`config.mk`:
```
export PLATFORM = sky130hd
export DESIGN_NAME = button_press_classifier
export DESIGN_NICKNAME = d
export VERILOG_FILES = /design/src/sv/bpc_pkg.sv /design/src/sv/bpc_core.sv /design/src/sv/button_press_classifier.sv
export SDC_FILE = /design/constraint.sdc
export NUM_CORES = 1
export LEC_CHECK = 0
export ABC_AREA = 1
export BUFFER_PORTS_ARGS = -buffer_cell sky130_fd_sc_hd__buf_2
export CAP_MARGIN = 25
export CORE_AREA = 2 2 188 190
export CTS_CLUSTER_SIZE = 12
export DETAILED_ROUTE_END_ITERATION = 8
export DIE_AREA = 0 0 190 192
export PLACE_DENSITY_LB_ADDON = 0.12
export REMOVE_ABC_BUFFERS = 1
export SYNTH_ARGS = -nofsm -noshare
export SYNTH_HDL_FRONTEND = slang
export SYNTH_SLANG_ARGS = --single-unit
```
`constraint.sdc`:
```
create_clock -name clk -period 3.5 [get_ports clk]
set_clock_uncertainty 0.2 [all_clocks]
set_input_delay 0.7 -clock clk [delete_from_list [all_inputs] [get_ports clk]]
set_output_delay 0.7 -clock clk [all_outputs]
set_load 0.01 [all_outputs]
```
`src/sv/bpc_pkg.sv`:
```
// shared types and constants for the button press classifier
package bpc_pkg;

  // widths of the configuration registers and the payload
  localparam int unsigned INTERVAL_W = 10;
  localparam int unsigned MS_W       = 16;
  localparam int unsigned TIME_W     = 32;
  localparam int unsigned COUNT_W    = 8;
  localparam int unsigned CFG_IDX_W  = 3;
  localparam int unsigned CFG_DATA_W = 16;
  localparam int unsigned IN_DATA_W  = 8;
  localparam int unsigned OUT_DATA_W = 16;
  localparam int unsigned KIND_W     = 2;

  // register reset values
  localparam logic [INTERVAL_W-1:0] RST_SAMPLE_INTERVAL = 10'd5;
  localparam logic [MS_W-1:0]       RST_DEBOUNCE        = 16'd50;
  localparam logic [MS_W-1:0]       RST_WINDOW          = 16'd500;
  localparam logic [MS_W-1:0]       RST_LONG_PRESS      = 16'd1000;
  localparam logic                  RST_ACTIVE_HIGH     = 1'b1;

  // press counter saturates here
  localparam logic [COUNT_W-1:0] PRESS_MAX = 8'hff;

  // configuration register indexes
  typedef enum logic [CFG_IDX_W-1:0] {
    CFG_SAMPLE_INTERVAL = 3'd0,
    CFG_DEBOUNCE        = 3'd1,
    CFG_WINDOW          = 3'd2,
    CFG_LONG_PRESS      = 3'd3,
    CFG_ACTIVE_HIGH     = 3'd4
  } cfg_idx_t;

  // reported event
  typedef enum logic [KIND_W-1:0] {
    EV_NONE  = 2'd0,
    EV_MULTI = 2'd1,
    EV_LONG  = 2'd2
  } event_kind_t;

  // configuration as seen by the classifier core
  typedef struct packed {
    logic [INTERVAL_W-1:0] sample_interval;
    logic [MS_W-1:0]       debounce;
    logic [MS_W-1:0]       window;
    logic [MS_W-1:0]       long_press;
    logic                  active_high;
  } cfg_t;

  // result of one tick
  typedef struct packed {
    event_kind_t        kind;
    logic [COUNT_W-1:0] press_count;
    logic               busy;
  } res_t;

endpackage

```
`src/sv/bpc_core.sv`:
```
// classifier state and per-tick next-state logic
module bpc_core #(
  parameter int unsigned HISTORY_BITS   = 16,
  parameter int unsigned MAJORITY_ABOVE = 12
) (
  input  logic          clk,
  input  logic          rst_n,
  input  bpc_pkg::cfg_t cfg,
  input  logic          step_en,
  input  logic          pin_level,
  output bpc_pkg::res_t res
);

  localparam int unsigned CNT_W = $clog2(HISTORY_BITS + 1);

  logic                        polling_r,   polling_nxt;
  logic [HISTORY_BITS-1:0]     hist_r,      hist_nxt;
  logic [CNT_W-1:0]            ones_r,      ones_nxt;
  logic                        deb_r,       deb_nxt;
  logic [bpc_pkg::COUNT_W-1:0] presses_r,   presses_nxt;
  logic [bpc_pkg::TIME_W-1:0]  now_r,       now_nxt;
  logic [bpc_pkg::TIME_W-1:0]  last_smp_r,  last_smp_nxt;
  logic [bpc_pkg::TIME_W-1:0]  last_chg_r,  last_chg_nxt;
  logic                        prev_act_r,  prev_act_nxt;

  logic                        active;
  logic [bpc_pkg::TIME_W-1:0]  since_smp;
  logic [bpc_pkg::TIME_W-1:0]  elapsed;
  logic [CNT_W-1:0]            shift_ones;
  logic                        pressed;

  // pin level mapped to pressed polarity
  assign active = (pin_level == cfg.active_high);

  // time differences wrap modulo 2^32
  assign since_smp = now_r - last_smp_r;
  assign elapsed   = now_r - last_chg_r;

  // running count of ones in the history after a shift
  assign shift_ones = ones_r + CNT_W'(active) - CNT_W'(hist_r[HISTORY_BITS-1]);
  assign pressed    = 32'(shift_ones) > 32'(MAJORITY_ABOVE);

  // next state for one tick
  always_comb begin
    polling_nxt  = polling_r;
    hist_nxt     = hist_r;
    ones_nxt     = ones_r;
    deb_nxt      = deb_r;
    presses_nxt  = presses_r;
    last_smp_nxt = last_smp_r;
    last_chg_nxt = last_chg_r;
    prev_act_nxt = active;
    now_nxt      = now_r + 32'd1;
    res.kind        = bpc_pkg::EV_NONE;
    res.press_count = '0;
    if (!polling_r) begin
      if (active && !prev_act_r) begin
        polling_nxt  = 1'b1;
        hist_nxt     = '1;
        ones_nxt     = CNT_W'(HISTORY_BITS);
        deb_nxt      = 1'b1;
        last_chg_nxt = now_r;
        last_smp_nxt = now_r;
        presses_nxt  = '0;
      end
    end else if (since_smp >= 32'(cfg.sample_interval)) begin
      last_smp_nxt = now_r;
      hist_nxt     = {hist_r[HISTORY_BITS-2:0], active};
      ones_nxt     = shift_ones;
      if (!pressed && deb_r) begin
        // debounced release
        if (elapsed >= 32'(cfg.debounce)) begin
          if (presses_r != bpc_pkg::PRESS_MAX) begin
            presses_nxt = presses_r + 8'd1;
          end
          last_chg_nxt = now_r;
        end
        deb_nxt = 1'b0;
      end else if (!pressed) begin
        // idle gap ends the run
        if (elapsed >= 32'(cfg.window)) begin
          if (presses_r != '0) begin
            res.kind        = bpc_pkg::EV_MULTI;
            res.press_count = presses_r;
            presses_nxt     = '0;
          end
          polling_nxt = 1'b0;
        end
      end else begin
        // held down
        if (elapsed >= 32'(cfg.long_press) && presses_r == '0) begin
          res.kind    = bpc_pkg::EV_LONG;
          polling_nxt = 1'b0;
        end
        deb_nxt = 1'b1;
      end
    end
    res.busy = polling_nxt;
  end

  // state registers, updated once per tick
  always_ff @(posedge clk) begin
    if (!rst_n) begin
      polling_r  <= 1'b0;
      hist_r     <= '0;
      ones_r     <= '0;
      deb_r      <= 1'b0;
      presses_r  <= '0;
      now_r      <= '0;
      last_smp_r <= '0;
      last_chg_r <= '0;
      prev_act_r <= 1'b0;
    end else if (step_en) begin
      polling_r  <= polling_nxt;
      hist_r     <= hist_nxt;
      ones_r     <= ones_nxt;
      deb_r      <= deb_nxt;
      presses_r  <= presses_nxt;
      now_r      <= now_nxt;
      last_smp_r <= last_smp_nxt;
      last_chg_r <= last_chg_nxt;
      prev_act_r <= prev_act_nxt;
    end
  end

endmodule

```
`src/sv/button_press_classifier.sv`:
```
// top level of the button press classifier: ports, registers and pipeline
//
// Usage: feed one raw pin sample per millisecond tick on the in_ stream
// (in_tdata bit 0). Every tick produces exactly one result transaction on
// the out_ stream: out_tuser carries the event kind (none, multi-press
// report, long press), out_tdata carries the press count and the busy flag.
// Settings are written through cfg_wr_en / cfg_index / cfg_data while the
// block is idle; indexes past the register list are ignored.
// Path: a tick accepted into the input register is classified and captured in
// the result register when it advances, and is shown on the out_ ports from then on.
// Throughput: one tick per cycle while out_tready is high; the input register and the result
// register form a two-stage pipeline, so a new tick is taken while a
// finished result waits on the output.
// Stall: when out_tready is low with a result pending, the input register
// holds its tick and in_tready drops once it is full; nothing is lost.
// Reset (synchronous, rst_n low) empties both stages, clears the classifier
// state and loads the default settings.
module button_press_classifier #(
  parameter int unsigned HISTORY_BITS   = 16,
  parameter int unsigned MAJORITY_ABOVE = 12
) (
  input  logic                                clk,
  input  logic                                rst_n,
  // input stream
  input  logic                                in_tvalid,
  output logic                                in_tready,
  input  logic [bpc_pkg::IN_DATA_W-1:0]       in_tdata,   // [0] pin_level
  // result stream
  output logic                                out_tvalid,
  input  logic                                out_tready,
  output logic [bpc_pkg::OUT_DATA_W-1:0]      out_tdata,  // [7:0] press_count, [8] busy_res
  output logic [bpc_pkg::KIND_W-1:0]          out_tuser,  // [1:0] event_kind
  // configuration write port
  input  logic                                cfg_wr_en,
  input  logic [bpc_pkg::CFG_IDX_W-1:0]       cfg_index,
  input  logic [bpc_pkg::CFG_DATA_W-1:0]      cfg_data
);

  bpc_pkg::cfg_t cfg_r;
  logic          s0_valid_r, s0_valid_nxt;
  logic          s0_pin_r;
  logic          out_valid_r, out_valid_nxt;
  bpc_pkg::res_t out_res_r;
  bpc_pkg::res_t res;
  logic          in_accept;
  logic          advance;

  // handshake and pipeline advance
  assign advance   = s0_valid_r && (!out_valid_r || out_tready);
  assign in_tready = !s0_valid_r || advance;
  assign in_accept = in_tvalid && in_tready;

  always_comb begin
    s0_valid_nxt  = in_accept ? 1'b1 : (advance ? 1'b0 : s0_valid_r);
    out_valid_nxt = advance ? 1'b1 : (out_tready ? 1'b0 : out_valid_r);
  end

  // configuration registers
  always_ff @(posedge clk) begin
    if (!rst_n) begin
      cfg_r.sample_interval <= bpc_pkg::RST_SAMPLE_INTERVAL;
      cfg_r.debounce        <= bpc_pkg::RST_DEBOUNCE;
      cfg_r.window          <= bpc_pkg::RST_WINDOW;
      cfg_r.long_press      <= bpc_pkg::RST_LONG_PRESS;
      cfg_r.active_high     <= bpc_pkg::RST_ACTIVE_HIGH;
    end else if (cfg_wr_en) begin
      case (cfg_index)
        bpc_pkg::CFG_SAMPLE_INTERVAL: cfg_r.sample_interval <= cfg_data[bpc_pkg::INTERVAL_W-1:0];
        bpc_pkg::CFG_DEBOUNCE:        cfg_r.debounce        <= cfg_data[bpc_pkg::MS_W-1:0];
        bpc_pkg::CFG_WINDOW:          cfg_r.window          <= cfg_data[bpc_pkg::MS_W-1:0];
        bpc_pkg::CFG_LONG_PRESS:      cfg_r.long_press      <= cfg_data[bpc_pkg::MS_W-1:0];
        bpc_pkg::CFG_ACTIVE_HIGH:     cfg_r.active_high     <= cfg_data[0];
        default: ;
      endcase
    end
  end

  // input register
  always_ff @(posedge clk) begin
    if (!rst_n) begin
      s0_valid_r <= 1'b0;
    end else begin
      s0_valid_r <= s0_valid_nxt;
    end
    if (in_accept) begin
      s0_pin_r <= in_tdata[0];
    end
  end

  // classifier core
  bpc_core #(
    .HISTORY_BITS   (HISTORY_BITS),
    .MAJORITY_ABOVE (MAJORITY_ABOVE)
  ) u_core (
    .clk       (clk),
    .rst_n     (rst_n),
    .cfg       (cfg_r),
    .step_en   (advance),
    .pin_level (s0_pin_r),
    .res       (res)
  );

  // result register
  always_ff @(posedge clk) begin
    if (!rst_n) begin
      out_valid_r <= 1'b0;
    end else begin
      out_valid_r <= out_valid_nxt;
    end
    if (advance) begin
      out_res_r <= res;
    end
  end

  assign out_tvalid = out_valid_r;
  assign out_tuser  = out_res_r.kind;
  assign out_tdata  = {{(bpc_pkg::OUT_DATA_W - bpc_pkg::COUNT_W - 1){1'b0}},
                       out_res_r.busy, out_res_r.press_count};

  // a reported event always ends polling
  a_event_ends_busy: assert property (@(posedge clk) disable iff (!rst_n)
    out_tvalid && out_res_r.kind != bpc_pkg::EV_NONE |-> !out_res_r.busy)
    else $error("event reported while still polling");

  // a press count only travels with a multi-press report
  a_count_only_multi: assert property (@(posedge clk) disable iff (!rst_n)
    out_tvalid && out_res_r.kind != bpc_pkg::EV_MULTI |-> out_res_r.press_count == '0)
    else $error("press count without multi-press report");

  // a multi-press report never carries zero presses
  a_multi_nonzero: assert property (@(posedge clk) disable iff (!rst_n)
    out_tvalid && out_res_r.kind == bpc_pkg::EV_MULTI |-> out_res_r.press_count != '0)
    else $error("multi-press report with zero presses");

  // a tick moved through the core shows up as a result in the next cycle
  a_advance_result: assert property (@(posedge clk) disable iff (!rst_n)
    advance |=> out_tvalid)
    else $error("classified tick produced no result");

endmodule

```
Yosys cells after proc, flatten, opt, wreduce, memory -nomap -nowiden
Index checks and enable logic that the tools add are counted.
{"block": "word_totals", "output_inout_bits": 20, "register_bits": 201, "in_bits": 32, "word_cells": 120}
{"block": "classes", "n_reduce_logical": 28, "order_cmp": 5, "n_mux": 42, "n_eq_ne": 15, "addsub": 6, "bitwise_logic": 4}
{"op": "$mux 32", "n": 7}
{"op": "$ge 32x16->1", "n": 3}
{"op": "$mux 8", "n": 9}
{"op": "$sub 32x32->32", "n": 2}
{"op": "$mux 16", "n": 3}
{"op": "$add 32x1->32 const B", "n": 1}
{"op": "$ge 32x10->1", "n": 1}
{"op": "$ne 3x3->1 const B", "n": 6}
{"op": "$mux 1", "n": 16}
{"op": "$mux 5", "n": 3}
{"op": "$mux 10", "n": 1}
{"op": "$reduce_and 2->1", "n": 5}
{"op": "$mux 9", "n": 1}
{"op": "$add 8x1->8 const B", "n": 1}
{"op": "$logic_not 8->1", "n": 1}
{"op": "$ne 8x8->1 const B", "n": 1}
{"op": "$reduce_and 8->1", "n": 1}
{"op": "$reduce_bool 8->1", "n": 1}
{"op": "$eq 3x2->1 const B", "n": 2}
{"op": "$ne 2x2->1 const B", "n": 3}
{"op": "$reduce_bool 2->1", "n": 3}
{"op": "$reduce_or 6->1", "n": 1}
{"op": "$add 5x1->5", "n": 1}
{"op": "$gt 5x4->1 const B", "n": 1}
{"op": "other kinds (14)", "n": 26}

Logic depth before layout (Yosys ltp)
{"block": "depth", "depth_word": 9, "ltp_mapped": 31, "mapped_depth_nobuf": 30}

Hierarchy
From an unflattened synthesis, not the netlist that was laid out.
{"block": "unflattened", "hier_cells": 2372, "area_unflattened_um2": 14974.4}
{"module": "bpc_core", "instances": 1, "cells_per_inst": 2007, "area_each_um2": 12075.3, "seq_area_each_um2": 2562.5}
{"module": "button_press_classifier", "instances": 1, "cells_per_inst": 365, "area_each_um2": 2899.0, "seq_area_each_um2": 1581.5}

Worst setup path after synthesis
No wires, ideal clock.
{"block": "synth_path", "path_kind": "reg2reg", "startpoint": "register u_core.now_r[0] in the netlist's numbering", "endpoint": "register u_core.last_chg_r[10] in the netlist's numbering", "n_path_buf": 2, "period_less_slack_ns": 3.679, "arrival_time_ns": 3.367, "required_time_ns": 3.189, "path_stages_with_launch": 32, "setup_slack_ns": -0.179, "setup_ns": 0.111, "path_cell_list": "dfxtp_1 inv_1 ha_1 inv_1 fa_1 nand2_1 nand2_1 nand3b_1 nand2_1 xor2_1 ha_1 nand2_1 inv_1 nand2_1 nand3_1 nor2_1 nor2_1 nor2_1 nand2_1 nor2_1 nand2_1 nor2_1 nand3_1 nor2_2 nand3_1 nand2_2 nor2_2 and2_1 buf_6 buf_6 nor2_2 nor2_1"}
{"block": "synth_between", "elab_chain_len": 4, "word_cells_on_any_way": 7, "classes_between": "add/sub: 2; order compare: 2; eq/ne: 2; reduce/logical: 1"}
{"item": "from (decl)", "line": "bpc_core.sv:21", "source": "logic [bpc_pkg::TIME_W-1:0] now_r, now_nxt;"}
{"item": "from (signal assigned)", "line": "bpc_core.sv:119", "source": "now_r <= now_nxt;"}
{"item": "$sub 32x32->32 (on tied branches)", "line": "bpc_core.sv:36, bpc_core.sv:37"}
{"item": "$ge 32x10->1 / $ge 32x16->1 (equally long branches)", "line": "bpc_core.sv:66, bpc_core.sv:72"}
{"item": "$ne 2x2->1 (no line)"}
{"item": "$reduce_and 5->1 (no line) *"}
{"item": "to (signal assigned)", "line": "bpc_core.sv:121", "source": "last_chg_r <= last_chg_nxt;"}
{"item": "to (decl)", "line": "bpc_core.sv:23", "source": "logic [bpc_pkg::TIME_W-1:0] last_chg_r, last_chg_nxt;"}
Mark *: on every way between the ends. The rest lies on a longest branch, timed or not.
A chain may end at the register's enable or synchronous reset.

Worst setup path in the final report
{"block": "layout_path", "startpoint": "register u_core.now_r[0] in the netlist's numbering", "endpoint": "register u_core.last_chg_r[0] in the netlist's numbering"}
{"block": "layout_between", "elab_chain_len": 4, "word_cells_on_any_way": 12, "classes_between": "add/sub: 2; order compare: 2; eq/ne: 2; mux: 5; reduce/logical: 1"}
{"item": "$sub 32x32->32, or another cell as far along", "line": "bpc_core.sv:36", "source": "assign since_smp = now_r - last_smp_r;"}
{"item": "$ge 32x10->1, or another cell as far along", "line": "bpc_core.sv:66", "source": "end else if (since_smp >= 32'(cfg.sample_interval)) begin"}
{"item": "$ne 2x2->1 (no line) / $mux 32 (equally long branches)"}
{"item": "$reduce_and 5->1 (no line) / $mux 32 (equally long branches)"}
Parallel ways exist; a longest one is shown, timed or not. The select of a mux whose other input is x is not followed.

==> impl_summary.log <==
[metrics] pin count of the biggest net entering global routing: 155
[metrics] Worst path top cell family by delay: simple AND/OR/NAND/NOR gates
[metrics] via count: 15400
[metrics] Yosys top cell area share: 0.254
[metrics] sequential share of the synthesized area: 0.278
[metrics] compound-cell area share of the yosys netlist: 0.121
[metrics] Chip Width: 190 µm
[metrics] Hold Fails Final Rpt: 0
[metrics] global-route wire length before repair: 69800 µm
[metrics] Global Route Usage Sum: 0.234
[metrics] 1st-pass router iterations: 6
[metrics] distinct cell type count after synthesis: 49
[metrics] Worst Tran Pin Value: 0.798 ns
[metrics] worst rel slew slack: 0.468
[metrics] initial antenna violation count: 1
[metrics] Min-Delay Path Class: primary input to flop
[metrics] RSZ-0062 raised after global routing: yes
[metrics] site row count: 68
[metrics] number of buffers and inverters on the critical path: 5
[metrics] total global routing overflow: 0
[metrics] YS warnings: 0
[metrics] area taken by flip-flops and latches: 0.00415 mm²
[metrics] number of CTS-inserted buffers: 24
[metrics] failing checks: negative setup slack
[metrics] total clock sinks: 201
[metrics] Max Transition Viols Final: 0
[metrics] xor/xnor cell area share of the yosys netlist: 0.0247
[metrics] async set-or-reset flop fraction in the synthesized netlist: 0
[metrics] cell mode on critical path: sky130_fd_sc_hd__nor2_1
[metrics] required time at the worst-slack endpoint: 3.72 ns
[metrics] worst-case clock buffer depth: 3
[metrics] cell types with the highest counts after synthesis: 646 x sky130_fd_sc_hd__nand2_1, 447 x sky130_fd_sc_hd__inv_1, 235 x sky130_fd_sc_hd__nor2_1, 189 x sky130_fd_sc_hd__dfxtp_1, 172 x sky130_fd_sc_hd__a21oi_1
[metrics] type of destination of the critical path: flop
[metrics] number of storage elements in the synthesis netlist: 201
[metrics] top-level I/O count: 52
[metrics] IR Drop Worst-Case VDD: 0.000348 V
[metrics] count of hold-fix buffers inserted at cts: 0
[metrics] area of the core: 0.0343 mm²
[metrics] root buffer cell: sky130_fd_sc_hd__clkbuf_16
[metrics] biggest area consumer among synthesized cells: sky130_fd_sc_hd__dfxtp_1
[metrics] syn avg cell area: 6.24 µm²
[metrics] total DRC errors in the routed layout: 0
[metrics] most common cell in the netlist: sky130_fd_sc_hd__nand2_1
[metrics] post-route core utilization: 0.552
[metrics] maximum fanout along the worst path: 8
[metrics] cell types with the largest area share after synthesis: sky130_fd_sc_hd__dfxtp_1 25%, sky130_fd_sc_hd__nand2_1 16%, sky130_fd_sc_hd__inv_1 11%
[metrics] y dimension of the die: 192 µm
[metrics] Max Clk Rate: 246 MHz
[metrics] fraction of final layout cells sized beyond drive strength 1: 0.179
[metrics] area share of and/or/nand/nor cells after synthesis: 0.332
[metrics] slowest stage delay, CP: 0.34 ns
[metrics] final period demand of the worst path: 4.07 ns
[metrics] vias in the first global route: 14600
[metrics] count of mapped cells out of synthesis: 2390
[metrics] Filler cells: 3444
[metrics] Final Wtd Congestion: 0.923
[metrics] number of H-tree levels: 1
[metrics] Inserted Diodes: 0
[metrics] TritonCTS clock tree: done
[metrics] total of endpoints with negative setup slack in the final report: 106
[metrics] DRT iter0 DRCs: 789
[metrics] routed len/inst: 14.1 µm
[metrics] adder-cell area share of the yosys netlist: 0.111
[metrics] synthesized cell area: 0.0149 mm²
[metrics] worst setup slack after layout: -0.568 ns
[metrics] area enclosed by the die boundary: 0.0365 mm²
[metrics] clock latency on the worst-skew pair: 0.52 ns
[metrics] Arrival @ worst endpoint: 4.28 ns
[metrics] input/output buffers: 37
[metrics] status: finished with violations
[metrics] dominant combinational cell family by area after synthesis: simple AND/OR/NAND/NOR gates
[metrics] pre-CTS worst setup slack: -0.747 ns
[metrics] critical path class: flop to flop
[metrics] portion of the clock cycle consumed by the worst path in the final layout: 1.16
[metrics] area overhead of the layout relative to synthesis: 26.8%
[metrics] remaining antenna violation count after routing: 0
[metrics] wire length reported by the detailed router: 43800 µm
[metrics] combined area of the multi-input logic cells: 0.00944 mm²
[metrics] net count reported at finish: 2800
[metrics] effective utilization at floorplan: 0.435
[metrics] slowest cell on the critical path: sky130_fd_sc_hd__fa_2
[metrics] Synth Flop Type: sky130_fd_sc_hd__dfxtp_1
[metrics] vias per cell: 4.94
[metrics] clock-pin slew of the registers on the worst-case setup and hold paths: 0.06 ns
[metrics] power density of the placed cells: 409 mW/mm²
[metrics] share of synthesized area spent on multiplexers: 0
[metrics] HPWL reported at the end of detailed placement: 33400 µm
[metrics] Static Leakage: 9.40 nW
[metrics] max-capacitance violation count: 0
[metrics] number of synthesized flops with an enable pin: 12
[metrics] crit start category: flop
==> worst register-to-register path: cells and delay by family (launching register included) <==
family	cells	cell delay, ns
AND/OR/NAND/NOR	22	2.06
adder cells (fa/ha/maj)	3	0.73
buffers and inverters	5	0.48
flip-flops	1	0.32
XOR/XNOR	1	0.18
==> per-layer routing <==
metal  wire length [µm]  GRT usage  part of all wire  vias to the layer above
li1                   -          -                 -                     8044
met2              20700      0.408              0.47                      268
met4                933     0.0635             0.021                        0
met5                  0          0                 0                        -
met3               1890     0.0285             0.043                       63
met1              20300      0.305              0.46                     6977
==> kinds of logic (layout without fill, tap and decap cells) <==
| kind of cell | Yosys count | after routing |
|---|---|---|
| xor gates and xnor gates | 42 | 42 |
| adders and majority gates | 131 | 131 |
| AOI/OAI and AO/OA | 337 | 337 |
| and+or+nand+nor | 1169 | 1169 |
| buffers and inverters | 509 | 766 |
| other | 1 | 7 |
| DFF | 201 | 201 |
==> final cells by class <==
class | instances | area share
Clock inverter | 7 | 0.00337
Multi-Input combinational cell | 1686 | 0.499
Inverter | 450 | 0.0895
Tap cell | 455 | 0.0301
Clock buffer | 35 | 0.0372
Sequential cell | 201 | 0.219
Timing Repair Buffer | 274 | 0.122
==> metrics by stage <==
stage | area, µm² | instances | total power [mW] | TNS (ns) | hold WS [ns]
after detailed placement | 17100 | 3045 | 5.12 | -72.74 | 0.253
after floorplan | 14600 | 2337 | 4.08 | -82.22 | 0.229
after CTS | 18100 | 3094 | 7.65 | -48.63 | 0.134
after global placement | 17100 | 3045 | 5.06 | -62.25 | 0.243
after global routing | 18900 | 3108 | 8.25 | -77.81 | 0.141
final | 18900 | 3108 | 7.75 | -48.55 | 0.154
==> path summary, 6_finish.rpt <==
kind | from | end | slack, ns | cells past startpoint
max | u_core.now_r[0] | u_core.last_chg_r[0] | -0.57 | 31
min | in_tdata[0] | s0_pin_r | 0.15 | 1
max reg2reg | u_core.now_r[0] | u_core.last_chg_r[0] | -0.57 | 31
min reg2reg | u_core.last_smp_r[11] | u_core.last_smp_r[11] | 0.26 | 2
==> repair_timing <==
action                     CTS  global route
buffers inserted             3             7
resized for setup           56           182
pin swaps                    2            22
setup endpoints to repair  106           106
gates cloned                 4             7
==> flip-flops by register name (all words and copies together), names as in the netlist <==
signal / count
u_core.prev_act_r: 1
cfg_r: 59
u_core.hist_r: 16
u_core.ones_r: 5
out_tvalid: 1
s0_pin_r: 1
u_core.deb_r: 1
u_core.polling_r: 1
s0_valid_r: 1
out_tdata: 9
u_core.now_r: 32
u_core.presses_r: 8
out_tuser: 2
u_core.last_chg_r: 32
u_core.last_smp_r: 32
==> placed cells by master, fill, tap and decap left out, types with 8 or more instances in the layout <==
| cell | instances |
|---|---|
| sky130_fd_sc_hd__nand2_1 | 633 |
| sky130_fd_sc_hd__inv_1 | 440 |
| sky130_fd_sc_hd__buf_4 | 209 |
| sky130_fd_sc_hd__nor2_1 | 206 |
| sky130_fd_sc_hd__dfxtp_1 | 187 |
| sky130_fd_sc_hd__a21oi_1 | 153 |
| sky130_fd_sc_hd__ha_1 | 125 |
| sky130_fd_sc_hd__nand3_1 | 122 |
| sky130_fd_sc_hd__o21ai_0 | 76 |
| sky130_fd_sc_hd__nor3_1 | 46 |
| sky130_fd_sc_hd__nand4_1 | 37 |
| sky130_fd_sc_hd__buf_2 | 36 |
| sky130_fd_sc_hd__xor2_1 | 35 |
| sky130_fd_sc_hd__o21ai_2 | 35 |
| sky130_fd_sc_hd__nor2_4 | 33 |
| sky130_fd_sc_hd__clkbuf_16 | 30 |
| sky130_fd_sc_hd__a21oi_2 | 22 |
| sky130_fd_sc_hd__nor2_2 | 18 |
| sky130_fd_sc_hd__nand2_2 | 17 |
| sky130_fd_sc_hd__nand3b_1 | 13 |
| sky130_fd_sc_hd__o211ai_1 | 12 |
| sky130_fd_sc_hd__edfxtp_1 | 12 |
| sky130_fd_sc_hd__o21ai_1 | 11 |
| sky130_fd_sc_hd__nor4_1 | 9 |
| sky130_fd_sc_hd__buf_12 | 9 |
| sky130_fd_sc_hd__inv_2 | 8 |
| sky130_fd_sc_hd__nand3_2 | 8 |
==> report_power, final <==
group	internal [mW]	switching, mW	total [mW]
combinational	1.21	1.61	2.82
clock	1.46	0.991	2.45
sequential	2.42	0.0594	2.48
(Power assumes the default switching activity.)
